**src/sv/sktrk_pkg.sv**
```systemverilog
// ----------------------------------------------------------------------------
// Scancode key tracker package
// Shared types, constants and the scancode to ASCII translation table.
// ----------------------------------------------------------------------------
package sktrk_pkg;

  // Default number of history entries.
  localparam int HISTORY_DEPTH_DEF = 49;

  // Scancode constants.
  localparam logic [7:0] PREFIX_BYTE = 8'hE0;
  localparam logic [7:0] CODE_MASK   = 8'h7F;
  localparam logic [7:0] EXT_OFFSET  = 8'h80;
  localparam int         RELEASE_BIT = 7;
  localparam int         NUM_KEYS    = 256;

  // Request kinds.
  typedef enum logic [1:0] {
    KIND_SCAN       = 2'd0,
    KIND_KEY_QUERY  = 2'd1,
    KIND_HIST_READ  = 2'd2,
    KIND_RSVD       = 2'd3
  } kind_e;

  // One input request.
  typedef struct packed {
    kind_e       kind;
    logic [7:0]  code;
  } in_req_t;

  // One result.
  typedef struct packed {
    logic        key_down;
    logic [7:0]  char_out;
    logic        pushed;
    logic        prefix_seen;
    logic        bad_index;
  } out_rsp_t;

  // Control from the decoder to the history store.
  typedef struct packed {
    logic        push;
    logic [7:0]  push_char;
    logic        rd_en;
    logic [7:0]  rd_pos;
  } hist_ctl_t;

  // Translates a key index to ASCII; unmapped keys give zero.
  function automatic logic [7:0] ascii_lookup(input logic [7:0] idx);
    logic [7:0] ch;
    begin
      case (idx)
        8'd2:    ch = 8'd49;
        8'd3:    ch = 8'd50;
        8'd4:    ch = 8'd51;
        8'd5:    ch = 8'd52;
        8'd6:    ch = 8'd53;
        8'd7:    ch = 8'd54;
        8'd8:    ch = 8'd55;
        8'd9:    ch = 8'd56;
        8'd10:   ch = 8'd57;
        8'd11:   ch = 8'd48;
        8'd12:   ch = 8'd45;
        8'd16:   ch = 8'd113;
        8'd17:   ch = 8'd119;
        8'd18:   ch = 8'd101;
        8'd19:   ch = 8'd114;
        8'd20:   ch = 8'd116;
        8'd21:   ch = 8'd121;
        8'd22:   ch = 8'd117;
        8'd23:   ch = 8'd105;
        8'd24:   ch = 8'd111;
        8'd25:   ch = 8'd112;
        8'd30:   ch = 8'd97;
        8'd31:   ch = 8'd115;
        8'd32:   ch = 8'd100;
        8'd33:   ch = 8'd102;
        8'd34:   ch = 8'd103;
        8'd35:   ch = 8'd104;
        8'd36:   ch = 8'd106;
        8'd37:   ch = 8'd107;
        8'd38:   ch = 8'd108;
        8'd44:   ch = 8'd122;
        8'd45:   ch = 8'd120;
        8'd46:   ch = 8'd99;
        8'd47:   ch = 8'd118;
        8'd48:   ch = 8'd98;
        8'd49:   ch = 8'd110;
        8'd50:   ch = 8'd109;
        8'd51:   ch = 8'd44;
        8'd52:   ch = 8'd46;
        8'd53:   ch = 8'd47;
        8'd57:   ch = 8'd32;
        default: ch = 8'd0;
      endcase
      return ch;
    end
  endfunction

endpackage

```
**src/sv/sktrk_ram.sv**
```systemverilog
// ----------------------------------------------------------------------------
// Generic RAM
// One write port and one read port with registered read data.
// ----------------------------------------------------------------------------
module sktrk_ram #(
  parameter int Width = 8,
  parameter int Depth = 64,
  localparam int AddrW = (Depth > 1) ? $clog2(Depth) : 1
) (
  input  logic             clk_i,
  input  logic             we_i,
  input  logic [AddrW-1:0] waddr_i,
  input  logic [Width-1:0] wdata_i,
  input  logic             re_i,
  input  logic [AddrW-1:0] raddr_i,
  output logic [Width-1:0] rdata_o
);

  logic [Width-1:0] mem_q [Depth];
  logic [Width-1:0] rdata_q;

  // Write port.
  always_ff @(posedge clk_i) begin
    if (we_i) begin
      mem_q[waddr_i] <= wdata_i;
    end
  end

  // Registered read port; data holds while no read is issued.
  always_ff @(posedge clk_i) begin
    if (re_i) begin
      rdata_q <= mem_q[raddr_i];
    end
  end

  assign rdata_o = rdata_q;

endmodule

```
**src/sv/sktrk_history.sv**
```systemverilog
// ----------------------------------------------------------------------------
// Keystroke history store
// Circular buffer in RAM that behaves as a shift register of pressed keys.
// ----------------------------------------------------------------------------
module sktrk_history #(
  parameter int Depth = 49
) (
  input  logic                 clk_i,
  input  logic                 rst_ni,
  input  sktrk_pkg::hist_ctl_t ctl_i,
  output logic                 rd_hit_o,
  output logic [7:0]           rd_data_o
);

  import sktrk_pkg::*;

  localparam int AW = (Depth > 1) ? $clog2(Depth) : 1;
  localparam int CW = $clog2(Depth + 1);

  logic [AW-1:0] head_q, head_d;
  logic [CW-1:0] fill_q, fill_d;
  logic [AW:0]   diff;
  logic [AW-1:0] rd_slot;

  // The head points at the most recent entry; a push advances it first.
  always_comb begin
    head_d = head_q;
    fill_d = fill_q;
    if (ctl_i.push) begin
      if (head_q == AW'(Depth - 1)) begin
        head_d = '0;
      end else begin
        head_d = head_q + AW'(1);
      end
      if (fill_q != CW'(Depth)) begin
        fill_d = fill_q + CW'(1);
      end
    end
  end

  always_ff @(posedge clk_i or negedge rst_ni) begin
    if (!rst_ni) begin
      head_q <= '0;
      fill_q <= '0;
    end else begin
      head_q <= head_d;
      fill_q <= fill_d;
    end
  end

  // History position n lives n slots behind the head, modulo the depth.
  always_comb begin
    diff = {1'b0, head_q} - {1'b0, ctl_i.rd_pos[AW-1:0]};
    if (diff[AW]) begin
      rd_slot = diff[AW-1:0] + AW'(Depth);
    end else begin
      rd_slot = diff[AW-1:0];
    end
  end

  // Entries never pushed since reset read as zero.
  assign rd_hit_o = ctl_i.rd_pos < 8'(fill_q);

  sktrk_ram #(
    .Width (8),
    .Depth (Depth)
  ) u_ram (
    .clk_i   (clk_i),
    .we_i    (ctl_i.push),
    .waddr_i (head_d),
    .wdata_i (ctl_i.push_char),
    .re_i    (ctl_i.rd_en),
    .raddr_i (rd_slot),
    .rdata_o (rd_data_o)
  );

endmodule

```
**src/sv/sktrk_outbuf.sv**
```systemverilog
// ----------------------------------------------------------------------------
// Result output register
// Holds one result toward the consumer and frees itself in the cycle it is taken.
// ----------------------------------------------------------------------------
module sktrk_outbuf (
  input  logic                clk_i,
  input  logic                rst_ni,
  input  logic                in_valid_i,
  output logic                in_ready_o,
  input  sktrk_pkg::out_rsp_t in_rsp_i,
  output logic                out_valid_o,
  input  logic                out_ready_i,
  output sktrk_pkg::out_rsp_t out_rsp_o
);

  import sktrk_pkg::*;

  logic     valid_q;
  out_rsp_t rsp_q;

  assign in_ready_o = !valid_q || out_ready_i;

  // Valid flag.
  always_ff @(posedge clk_i or negedge rst_ni) begin
    if (!rst_ni) begin
      valid_q <= 1'b0;
    end else if (in_ready_o) begin
      valid_q <= in_valid_i;
    end
  end

  // Payload register.
  always_ff @(posedge clk_i) begin
    if (in_ready_o && in_valid_i) begin
      rsp_q <= in_rsp_i;
    end
  end

  assign out_valid_o = valid_q;
  assign out_rsp_o   = rsp_q;

endmodule

```
**src/sv/scancode_key_tracker_unit.sv**
```systemverilog
// ----------------------------------------------------------------------------
// Scancode key tracker
// Decodes set-1 scancodes, tracks key state and keeps a history of presses.
// ----------------------------------------------------------------------------
// An accepted request passes through the stage-one register and then the output
// register before its result is valid; a stall at the output can come between.
// Throughput: one request per cycle unless the output side stalls; the key map and
// history update at accept. Key queries and history reads use registered RAM ports,
// read at accept. Reset clears the extended flag and the history fill count at once,
// then a clearing pass zeroes all 256 key map entries while in_ready_o stays low.
module scancode_key_tracker_unit #(
  parameter int HistoryDepth = sktrk_pkg::HISTORY_DEPTH_DEF
) (
  input  logic                clk_i,
  input  logic                rst_ni,
  input  logic                in_valid_i,
  output logic                in_ready_o,
  input  sktrk_pkg::in_req_t  in_req_i,
  output logic                out_valid_o,
  input  logic                out_ready_i,
  output sktrk_pkg::out_rsp_t out_rsp_o
);

  import sktrk_pkg::*;

  logic                accept;
  logic                ext_q, ext_d;
  logic [7:0]          key_idx;
  logic                km_we;
  logic                km_wdata;
  logic                km_re;
  logic                km_ram_we;
  logic [7:0]          km_ram_waddr;
  logic                km_ram_wdata;
  logic                key_rdata;
  logic                clr_busy_q;
  logic [7:0]          clr_addr_q;
  hist_ctl_t           hist_ctl;
  logic                hist_hit;
  logic [7:0]          hist_rdata;
  out_rsp_t            rsp;
  logic                s1_valid_q;
  out_rsp_t            s1_rsp_q;
  logic                s1_hit_q;
  logic                s1_key_q;
  out_rsp_t            s1_out;
  logic                ob_ready;

  assign accept = in_valid_i && in_ready_o;

  // Key index: low seven code bits, offset into the upper half when extended.
  assign key_idx = (in_req_i.code & CODE_MASK) | (ext_q ? EXT_OFFSET : 8'h00);

  // Request decoder: next state and stage-one result.
  always_comb begin
    ext_d              = ext_q;
    km_we              = 1'b0;
    km_wdata           = 1'b0;
    km_re              = 1'b0;
    rsp                = '0;
    hist_ctl           = '0;
    hist_ctl.push_char = ascii_lookup(key_idx);
    hist_ctl.rd_pos    = in_req_i.code;
    unique case (in_req_i.kind)
      KIND_SCAN: begin
        if (in_req_i.code == PREFIX_BYTE) begin
          ext_d           = 1'b1;
          rsp.prefix_seen = 1'b1;
        end else begin
          ext_d    = 1'b0;
          km_we    = accept;
          km_wdata = !in_req_i.code[RELEASE_BIT];
          if (!in_req_i.code[RELEASE_BIT]) begin
            rsp.key_down  = 1'b1;
            rsp.pushed    = 1'b1;
            rsp.char_out  = hist_ctl.push_char;
            hist_ctl.push = accept;
          end
        end
      end
      KIND_KEY_QUERY: begin
        km_re = accept;
      end
      KIND_HIST_READ: begin
        rsp.bad_index  = in_req_i.code >= 8'(HistoryDepth);
        hist_ctl.rd_en = accept;
      end
      default: begin
      end
    endcase
  end

  // Extended flag commits on each accepted request.
  always_ff @(posedge clk_i or negedge rst_ni) begin
    if (!rst_ni) begin
      ext_q <= 1'b0;
    end else if (accept) begin
      ext_q <= ext_d;
    end
  end

  // Clearing pass over the key map after reset, one entry per cycle.
  always_ff @(posedge clk_i or negedge rst_ni) begin
    if (!rst_ni) begin
      clr_busy_q <= 1'b1;
      clr_addr_q <= '0;
    end else if (clr_busy_q) begin
      clr_addr_q <= clr_addr_q + 8'd1;
      if (clr_addr_q == 8'(NUM_KEYS - 1)) begin
        clr_busy_q <= 1'b0;
      end
    end
  end

  // Key map write port is owned by the clearing pass until it finishes.
  assign km_ram_we    = clr_busy_q || km_we;
  assign km_ram_waddr = clr_busy_q ? clr_addr_q : key_idx;
  assign km_ram_wdata = !clr_busy_q && km_wdata;

  sktrk_ram #(
    .Width (1),
    .Depth (NUM_KEYS)
  ) u_key_map (
    .clk_i   (clk_i),
    .we_i    (km_ram_we),
    .waddr_i (km_ram_waddr),
    .wdata_i (km_ram_wdata),
    .re_i    (km_re),
    .raddr_i (in_req_i.code),
    .rdata_o (key_rdata)
  );

  sktrk_history #(
    .Depth (HistoryDepth)
  ) u_history (
    .clk_i     (clk_i),
    .rst_ni    (rst_ni),
    .ctl_i     (hist_ctl),
    .rd_hit_o  (hist_hit),
    .rd_data_o (hist_rdata)
  );

  // Stage one waits for the RAM read data alongside the decoded result.
  assign in_ready_o = !clr_busy_q && (!s1_valid_q || ob_ready);

  always_ff @(posedge clk_i or negedge rst_ni) begin
    if (!rst_ni) begin
      s1_valid_q <= 1'b0;
    end else if (in_ready_o) begin
      s1_valid_q <= in_valid_i;
    end
  end

  always_ff @(posedge clk_i) begin
    if (accept) begin
      s1_rsp_q <= rsp;
      s1_hit_q <= (in_req_i.kind == KIND_HIST_READ) && !rsp.bad_index && hist_hit;
      s1_key_q <= (in_req_i.kind == KIND_KEY_QUERY);
    end
  end

  // Merge the history entry or the queried key state into the result.
  always_comb begin
    s1_out = s1_rsp_q;
    if (s1_hit_q) begin
      s1_out.char_out = hist_rdata;
    end
    if (s1_key_q) begin
      s1_out.key_down = key_rdata;
    end
  end

  sktrk_outbuf u_outbuf (
    .clk_i       (clk_i),
    .rst_ni      (rst_ni),
    .in_valid_i  (s1_valid_q),
    .in_ready_o  (ob_ready),
    .in_rsp_i    (s1_out),
    .out_valid_o (out_valid_o),
    .out_ready_i (out_ready_i),
    .out_rsp_o   (out_rsp_o)
  );

  // An out-of-range history read never carries a character or a push.
  a_bad_index_clean: assert property (@(posedge clk_i) disable iff (!rst_ni)
    out_valid_o && out_rsp_o.bad_index |->
      out_rsp_o.char_out == 8'h00 && !out_rsp_o.pushed)
    else $error("bad_index result carries data");

  // Push, prefix and bad index are mutually exclusive.
  a_flags_exclusive: assert property (@(posedge clk_i) disable iff (!rst_ni)
    out_valid_o |->
      $countones({out_rsp_o.pushed, out_rsp_o.prefix_seen, out_rsp_o.bad_index}) <= 1)
    else $error("conflicting result flags");

  // A push always reports the key as down.
  a_push_key_down: assert property (@(posedge clk_i) disable iff (!rst_ni)
    out_valid_o && out_rsp_o.pushed |-> out_rsp_o.key_down)
    else $error("push without key down");

  // An accepted prefix byte leaves the extended flag set.
  a_prefix_sets_ext: assert property (@(posedge clk_i) disable iff (!rst_ni)
    accept && in_req_i.kind == KIND_SCAN && in_req_i.code == PREFIX_BYTE |=> ext_q)
    else $error("prefix did not set extended flag");

endmodule

```
**config.mk**
```make
export PLATFORM = sky130hd
export DESIGN_NAME = scancode_key_tracker_unit
export DESIGN_NICKNAME = d
export VERILOG_FILES = /design/src/sv/sktrk_pkg.sv /design/src/sv/sktrk_ram.sv /design/src/sv/sktrk_history.sv /design/src/sv/sktrk_outbuf.sv /design/src/sv/scancode_key_tracker_unit.sv
export SDC_FILE = /design/constraint.sdc
export NUM_CORES = 1
export LEC_CHECK = 0
export ABC_AREA = 1
export BUFFER_PORTS_ARGS = -buffer_cell sky130_fd_sc_hd__buf_2
export CORE_AREA = 2 2 219 221
export CTS_BUF_LIST = sky130_fd_sc_hd__clkbuf_4 sky130_fd_sc_hd__clkbuf_8
export DETAILED_ROUTE_END_ITERATION = 12
export DIE_AREA = 0 0 221 223
export PLACE_DENSITY = 0.83
export RECOVER_POWER = 25
export SLEW_MARGIN = 10
export SYNTH_ARGS = -nofsm -noshare
export SYNTH_HDL_FRONTEND = slang
export SYNTH_SLANG_ARGS = --single-unit
```
**constraint.sdc**
```tcl
create_clock -name clk_i -period 8.9 [get_ports clk_i]
set_clock_uncertainty 0.2 [all_clocks]
set_input_delay 2.225 -clock clk_i [delete_from_list [all_inputs] [get_ports clk_i]]
set_output_delay 2.225 -clock clk_i [all_outputs]
set_load 0.02 [all_outputs]
```
==> flow_summary.json, run 1 <==
{
  "worstSkewPairLatency_ns": 0.69,
  "p_total_mw": 9.59,
  "worst_pin_slew_ns": 4.21,
  "vias_per_cell": 5.93,
  "ff2ff_setup_slack_ns": 3.60,
  "hold_end": "u_outbuf.out_rsp_o[0]$_DFFE_PP_",
  "min_period_ns": 6.58,
  "groute.usage.overall": 0.304,
  "timing.setup.tns_ns": 0,
  "finalWirelength_mm": 75.1,
  "routedWlPerCell_um": 20.3,
  "drt_iter0_markers": 2916,
  "dieArea_um2": 49300,
  "floorplan.initialDensity": 0.639,
  "synth.avg_cell_area_um2": 9.99,
  "cts_sinks": 654,
  "syn_area_um2": 30100,
  "numPortBuffers": 26,
  "cts_setup_buffers": 0,
  "clk_path_buf_depth": 3,
  "cts_resized": 0,
  "r2r-end": "u_history.u_ram.mem_q[48][2]$_DFFE_PP_",
  "arrival_ns": 6.23,
  "place_inst": 3516,
  "seqCellArea_um2": 19500,
  "hpwl_mm": 43.9,
  "cap_violations": 1,
  "multi_input_area_um2": 8590,
  "ant_nets": 0,
  "synth_edf_count": 630,
  "setup_violations": 0,
  "hold_viol_final": 0,
  "hp-start": "s1_out[0]$_DFFE_PN_",
  "rr_worst_depth": 11,
  "status": "complete, but fails checks",
  "grt-ovfl-total": 0,
  "nets": 3045,
  "dr.pass1.iters": 7,
  "area_growth_syn_to_layout_pct": 7.85,
  "die_h_um": 223,
  "rsz0062_at_grt": "false",
  "num_vias": 21900,
  "grt_pass1_vias": 21500,
  "worstSetupPathType": "in2reg",
  "ctsHoldBuffers": 0,
  "slew_headroom": -1.81,
  "critPathRequiredTime_ns": 8.55,
  "hold_path_class": "reg2reg",
  "dpl-instance-area_um2": 30500,
  "p_leak_nw": 12.5,
  "netlist_instances": 3014,
  "stdcell_area_um2": 32500,
  "grt_max_degree": 257,
  "failed_checks": "capacitance limit, slew limit",
  "synth-main-ff-cell": "edfxtp_1",
  "die_w_um": 221,
  "max_clock_freq_mhz": 152,
  "drc": 0,
  "gp_congestion": 0.935,
  "grt_pass1_wl_mm": 116,
  "ys_ff_latch": 654,
  "hold_depth": 0,
  "clockRootBuffer": "clkbuf_8",
  "cts_buffers": 100,
  "fin_util": 0.689,
  "finalCritPeriodShare": 0.739,
  "rr_startpoint": "clr_busy_q$_DFF_PN1_",
  "peakVddDrop_uv": 707,
  "ys_warn_count": 0,
  "synth_seq_area_share": 0.648,
  "cp-start-kind": "primary input",
  "antenna_found_initial": 2,
  "cts_tree": "yes",
  "async_flop_share": 0.0367,
  "layoutNonFillerInstCount": 3699,
  "synth.distinct_cells": 48,
  "drive_gt1_frac": 0.0801,
  "row_count": 80,
  "worstSetupEndpointType": "register",
  "ios": 28,
  "htreeDepth": 3,
  "clk_pin_slew_ns": 0.06,
  "core-area_um2": 47100,
  "syn_nets": 3056,
  "p_per_area_nw_per_um2": 295,
  "drv_slew": 257,
  "crit_path_max_fanout": 256,
  "nFillCells": 3384
}
==> kinds of logic (layout without fill, tap and decap cells) <==
kind of cell | Yosys count | in the layout | synth area share
muxes | 8 | 8 | 0.00299
adders and majority gates | 28 | 28 | 0.0119
and+or+nand+nor | 1556 | 1556 | 0.216
other | 1 | 3 | 0.000125
AOI/OAI and AO/OA | 248 | 248 | 0.0464
buffers and inverters | 500 | 568 | 0.0684
xor gates and xnor gates | 19 | 19 | 0.00553
DFF | 654 | 654 | 0.648
==> worst max path at each step <==
stage               slack (ns)         from  depth (start not counted)                                    to
CTS                       2.61  in_req_i[0]                         17  u_history.u_ram.rdata_o[2]$_DFFE_PP_
global route              1.94  in_req_i[9]                          7        u_key_map.mem_q[160]$_DFFE_PP_
detailed placement        1.88  in_req_i[0]                         17  u_history.u_ram.rdata_o[1]$_DFFE_PP_
floorplan                 1.42  in_req_i[8]                          5          u_key_map.mem_q[0]$_DFFE_PP_
global placement          1.99  in_req_i[0]                         17  u_history.u_ram.rdata_o[1]$_DFFE_PP_
finish                    2.32  in_req_i[9]                          7        u_key_map.mem_q[191]$_DFFE_PP_
==> layout make-up <==
cell class,instances,share of cell area
Clock buffer,136,0.0515
Timing Repair Buffer,49,0.00956
Inverter,338,0.0391
Antenna cell,2,0.000154
Sequential cell,654,0.601
Tap cell,615,0.0237
Clock inverter,45,0.0103
Multi-Input combinational cell,1860,0.265
==> metal layers <==
layer  up-vias  track usage  wire, µm
met5         -            0        12
met4         2        0.195      4540
met3       302       0.0626      7550
met2      1297        0.488     35600
met1     10300        0.379     27300
li1      10000            -         -
==> cell usage in the layout (no fill, tap or decap), drive strengths merged <==
cell type,n
bufinv,5
and2,3
inv,335
edfxtp,630
o21a,1
a31oi,4
buf,34
o22ai,12
a211oi,2
a21boi,1
or2,5
conb,1
fa,1
mux2,8
nand4,33
nor2,610
o21ai,154
clkinvlp,1
nand3,344
o211ai,34
dfstp,1
nand3b,1
nor3,17
a21oi,33
diode,2
o31ai,1
clkinv,42
clkbuf,151
a221oi,3
dfrtp,23
nor4,4
ha,27
nand2,539
a21o,3
xnor2,3
xor2,16
==> Yosys cell counts (8+ instances only) <==
cell | count | share of area
buf_4 | 22 | 0.0055
ha_1 | 27 | 0.011
a21oi_1 | 31 | 0.0052
buf_1 | 8 | 0.0010
nand2_1 | 523 | 0.065
o21ai_0 | 131 | 0.022
nor3_1 | 17 | 0.0028
xor2_1 | 16 | 0.0047
nand4_1 | 33 | 0.0069
nor2_1 | 607 | 0.076
clkbuf_1 | 56 | 0.0070
inv_2 | 13 | 0.0016
buf_2 | 75 | 0.012
o21ai_1 | 20 | 0.0033
mux2_2 | 8 | 0.0030
dfrtp_1 | 23 | 0.019
nand2_2 | 12 | 0.0025
edfxtp_1 | 630 | 0.63
inv_1 | 322 | 0.040
nand3_1 | 340 | 0.057
o211ai_1 | 34 | 0.0085
o22ai_1 | 12 | 0.0025
==> state kept, by name, summed over array words and instances, names as in the netlist <==
name,cells
u_key_map.mem_q,256
s1_out,2
s1_hit_q,1
u_history.head_q,6
u_key_map.rdata_o,1
u_history.u_ram.rdata_o,7
ext_q,1
u_outbuf.out_rsp_o,11
clr_addr_q,8
clr_busy_q,1
u_history.u_ram.mem_q,343
s1_rsp_q,8
u_outbuf.out_valid_o,1
s1_valid_q,1
s1_key_q,1
u_history.fill_q,6
==> critical path, cell delays in order <==
cell      delay (ns)
clkbuf_1        0.11
nor2_1          0.19
inv_1           0.08
nor2_1          0.21
inv_1           0.21
nor2_4          0.11
clkbuf_2        2.72
==> metrics by stage <==
stage / setup slack, ns / hold slack, ns
6_report: 2.32 / 0.249
5_1_grt: 1.94 / 0.255
4_1_cts: 2.61 / 0.242
3_5_place_dp: 1.88 / 0.217
3_3_place_gp: 1.99 / 0.221
2_1_floorplan: 1.42 / 0.200
==> report_power, final <==
group	switching (mW)	total (mW)	internal, mW	leakage [nW]
Combinational	2.57	3.56	0.990	5.34
Clock	1.16	2.52	1.36	1.07
Sequential	0.0435	3.51	3.47	6.14
No activity file was read; power rests on OpenSTA's default activity.
==> run 2, diff against run 1 <==
--- a/config.mk
+++ b/config.mk
@@ -5,12 +5,12 @@
 export SDC_FILE = /design/constraint.sdc
 export NUM_CORES = 1
 export LEC_CHECK = 0
-export ABC_AREA = 1
+export ABC_AREA = 0
 export BUFFER_PORTS_ARGS = -buffer_cell sky130_fd_sc_hd__buf_2
-export CORE_AREA = 2 2 219 221
+export CORE_AREA = 2 2 216 218
 export CTS_BUF_LIST = sky130_fd_sc_hd__clkbuf_4 sky130_fd_sc_hd__clkbuf_8
 export DETAILED_ROUTE_END_ITERATION = 12
-export DIE_AREA = 0 0 221 223
+export DIE_AREA = 0 0 218 220
 export PLACE_DENSITY = 0.83
 export RECOVER_POWER = 25
 export SLEW_MARGIN = 10
==> constraint.sdc (replaced) <==
create_clock -name clk_i -period 6.1 [get_ports clk_i]
set_clock_uncertainty 0.2 [all_clocks]
set_input_delay 1.525 -clock clk_i [delete_from_list [all_inputs] [get_ports clk_i]]
set_output_delay 1.525 -clock clk_i [all_outputs]
set_load 0.02 [all_outputs]
==> run 2 against run 1 <==
Against the previous run:
- the flow still finishes with violations (capacitance limit, slew limit)
- final cell count fell by 22%
- register-to-register slack worse by 2.3 ns
- utilization grew 1.2 points
- sequential share of layout area increased by 0.61 points
- non-clock buffer count up 42
- count of clock-buffer cells in the layout down 2
- area after synthesis fell by 2.4%
==> flow_summary.json, run 2 <==
{
  "status": "complete, but fails checks",
  "failed_checks": "capacitance limit, slew limit",
  "ios": 28,
  "clockRootBuffer": "clkbuf_8",
  "htreeDepth": 3,
  "layout_commonest_cell": "edfxtp_1",
  "finalCritPeriodShare": 0.870,
  "max_clock_freq_mhz": 189,
  "synth_common_cells": "edfxtp_1, nor2_1, mux2i_1",
  "grt_max_degree": 103,
  "cts_buffers": 98,
  "nFillCells": 2892,
  "cap_violations": 2,
  "async_flop_share": 0.0367,
  "clk_path_buf_depth": 3,
  "synth_seq_area_share": 0.665,
  "dieArea_um2": 48000,
  "cts_resized": 0,
  "drt_iter0_markers": 2791,
  "hpwl_mm": 48.1,
  "internal_power_mw": 8.55,
  "power_frac_clock": 0.265,
  "drc": 0,
  "drive_gt1_frac": 0.159,
  "floorplan.initialDensity": 0.640,
  "rsz0062_at_grt": "false",
  "num_vias": 19800,
  "grt_pass1_wl_mm": 114,
  "slew_headroom": -0.960,
  "area_growth_syn_to_layout_pct": 9.44,
  "p_total_mw": 13.2,
  "largest_reg_flops": 343,
  "synth_top_family_by_area": "multiplexers",
  "crit_path_max_incr_delay_ns": 0.87,
  "gp_congestion": 1.03,
  "critPathRequiredTime_ns": 6.28,
  "ys_ff_latch": 654,
  "arrival_ns": 5.48,
  "synth.avg_cell_area_um2": 13.8,
  "cp_cell_sequence": "clkbuf_1 > ha_4 > inv_1 > fa_1 > ha_1 > a211oi_2 > nand3_2 > a21boi_4 > buf_4 > o22ai_1 > nor3_1 > o32ai_1 > a211oi_1",
  "row_count": 79,
  "antenna_found_initial": 4,
  "hold_path_class": "reg2reg",
  "cts_setup_buffers": 0,
  "synth-xor-area-share": 0.00873,
  "synth.area.top_cells": "edfxtp_1, nor2_1, mux4_2",
  "numPortBuffers": 26,
  "cts_sinks": 654,
  "stdcell_area_um2": 32100,
  "dr.pass1.iters": 8,
  "timing.setup.tns_ns": 0,
  "ctsHoldBuffers": 0,
  "finalWirelength_mm": 75.7,
  "synth-compound-area-share": 0.0868,
  "synth.distinct_cells": 88,
  "worstSetupPathType": "in2reg",
  "ant_nets": 0,
  "gr-usage-met3": 0.0823,
  "switching_share": 0.353,
  "grt.met2_usage": 0.514,
  "fin_ws_ns": 0.796,
  "multi_input_area_um2": 9150,
  "p_leak_nw": 10.5,
  "syn_area_um2": 29400,
  "regMostFlops": "u_history.u_ram.mem_q",
  "min_period_ns": 5.30,
  "final_cell_mix": "edfxtp_1, nor2_1, mux2i_1, nand2_1, clkbuf_8",
  "peakVddDrop_uv": 316,
  "syn_nets": 2174,
  "die_w_um": 218,
  "use_met1": 0.401,
  "groute.usage.overall": 0.319,
  "worstSetupEndpointType": "register",
  "cts_tree": "yes",
  "synthAdderAreaFrac": 0.0122,
  "place_ws_ns": 0.458,
  "routedWlPerCell_um": 26.3,
  "cp-start-kind": "primary input",
  "worstSkewPairLatency_ns": 0.69,
  "synth_top_area_cell": "edfxtp_1",
  "synth.top_cell.area_share": 0.644,
  "setup_violations": 0,
  "pwr-share-comb": 0.350,
  "busiest_layer": "met2",
  "seqCellArea_um2": 19500,
  "nets": 2232,
  "crit_path_max_fanout": 18,
  "core-area_um2": 45900,
  "fin_util": 0.701,
  "hold_viol_final": 0,
  "vias_per_cell": 6.89,
  "synth-simple-area-share": 0.0997,
  "worst_pin_slew_ns": 2.93,
  "cpMaxStageDelayCell": "o32ai_1",
  "clk_pin_slew_ns": 0.06,
  "ys_warn_count": 0,
  "p_sw_mw": 4.68,
  "netlist_instances": 2132,
  "grt-ovfl-total": 0,
  "p_per_area_nw_per_um2": 412,
  "synth_most_common_cell": "edfxtp_1",
  "synth-main-ff-cell": "edfxtp_1",
  "rr_worst_depth": 13,
  "synth.area.mux_share": 0.101,
  "die_h_um": 220,
  "drv_slew": 72,
  "hold_depth": 0,
  "grt_pass1_vias": 19100,
  "seqPwrFrac": 0.385,
  "dpl-instance-area_um2": 30200,
  "synth_edf_count": 630
}
run 2: changes by cell type in the layout (fill, tap and decap cells not counted), moves of 75 or more:
cell     delta
nand2_1   -410
nand3_1   -314
inv_1     -290
nor2_1    -215
mux2i_1   +122
o22ai_1    +75
run 2: cell type report:
type / count / area share
antenna: 1 / 0.0000778
clock buffer: 134 / 0.0521
clock inverter: 46 / 0.00782
inverter: 35 / 0.00409
multi-input combinational: 1310 / 0.285
sequential: 654 / 0.607
tap: 607 / 0.0236
timing repair buffer: 91 / 0.0204
run 2: routing by layer:
metal  routed length (µm)  vias up
li1                     -     8306
met1                26000     9623
met2                36600     1515
met3                 8600      371
met4                 4560        6
met5                   44        -
run 2: path summary, 6_finish.rpt:
| check | startpoint | slack [ns] | end |
|---|---|---|---|
| max | in_req_i[0] | 0.80 | u_history.u_ram.rdata_o[0]$_DFFE_PP_ |
| min | s1_out[0]$_DFFE_PN_ | 0.23 | u_outbuf.out_rsp_o[0]$_DFFE_PP_ |
| max reg2reg | u_history.head_q[0]$_DFF_PN0_ | 1.33 | u_history.u_ram.rdata_o[0]$_DFFE_PP_ |
| min reg2reg | s1_out[0]$_DFFE_PN_ | 0.23 | u_outbuf.out_rsp_o[0]$_DFFE_PP_ |
| max in group asynchronous | rst_ni | 3.82 | clr_addr_q[6]$_DFFE_PN0P_ |
| min in group asynchronous | rst_ni | 1.00 | u_history.fill_q[0]$_DFFE_PN0P_ |
run 2: worst max-delay path, delay by kind of cell:
kind                       cells  cell delay, ns
buffers and inverters          3            0.62
AOI/OAI and AO/OA              5            1.91
adders and majority gates      3            1.05
and+or+nand+nor                2            0.35
run 2: cells by family after synthesis:
group / count (synthesis)
DFF: 654
muxes: 212
and+or+nand+nor: 682
buffers and inverters: 168
AOI/OAI and AO/OA: 362
other: 1
adders and majority gates: 28
xor gates and xnor gates: 25
run 2: through the flow:
step | std cells | hold WS [ns]
floorplan | 2132 | 0.200
global placement | 2696 | 0.224
detailed placement | 2696 | 0.223
CTS | 2876 | 0.236
global route | 2877 | 0.242
finish | 2878 | 0.232
run 2: power groups by stage:
stage                     clock, mW  combinational (mW)  sequential, mW
after floorplan                   0                3.01            5.16
after CTS                      3.52                4.43            5.09
after detailed placement          0                4.40            5.18
after global routing           3.69                4.83            5.09
after global placement            0                4.27            5.18
final                          3.50                4.63            5.09
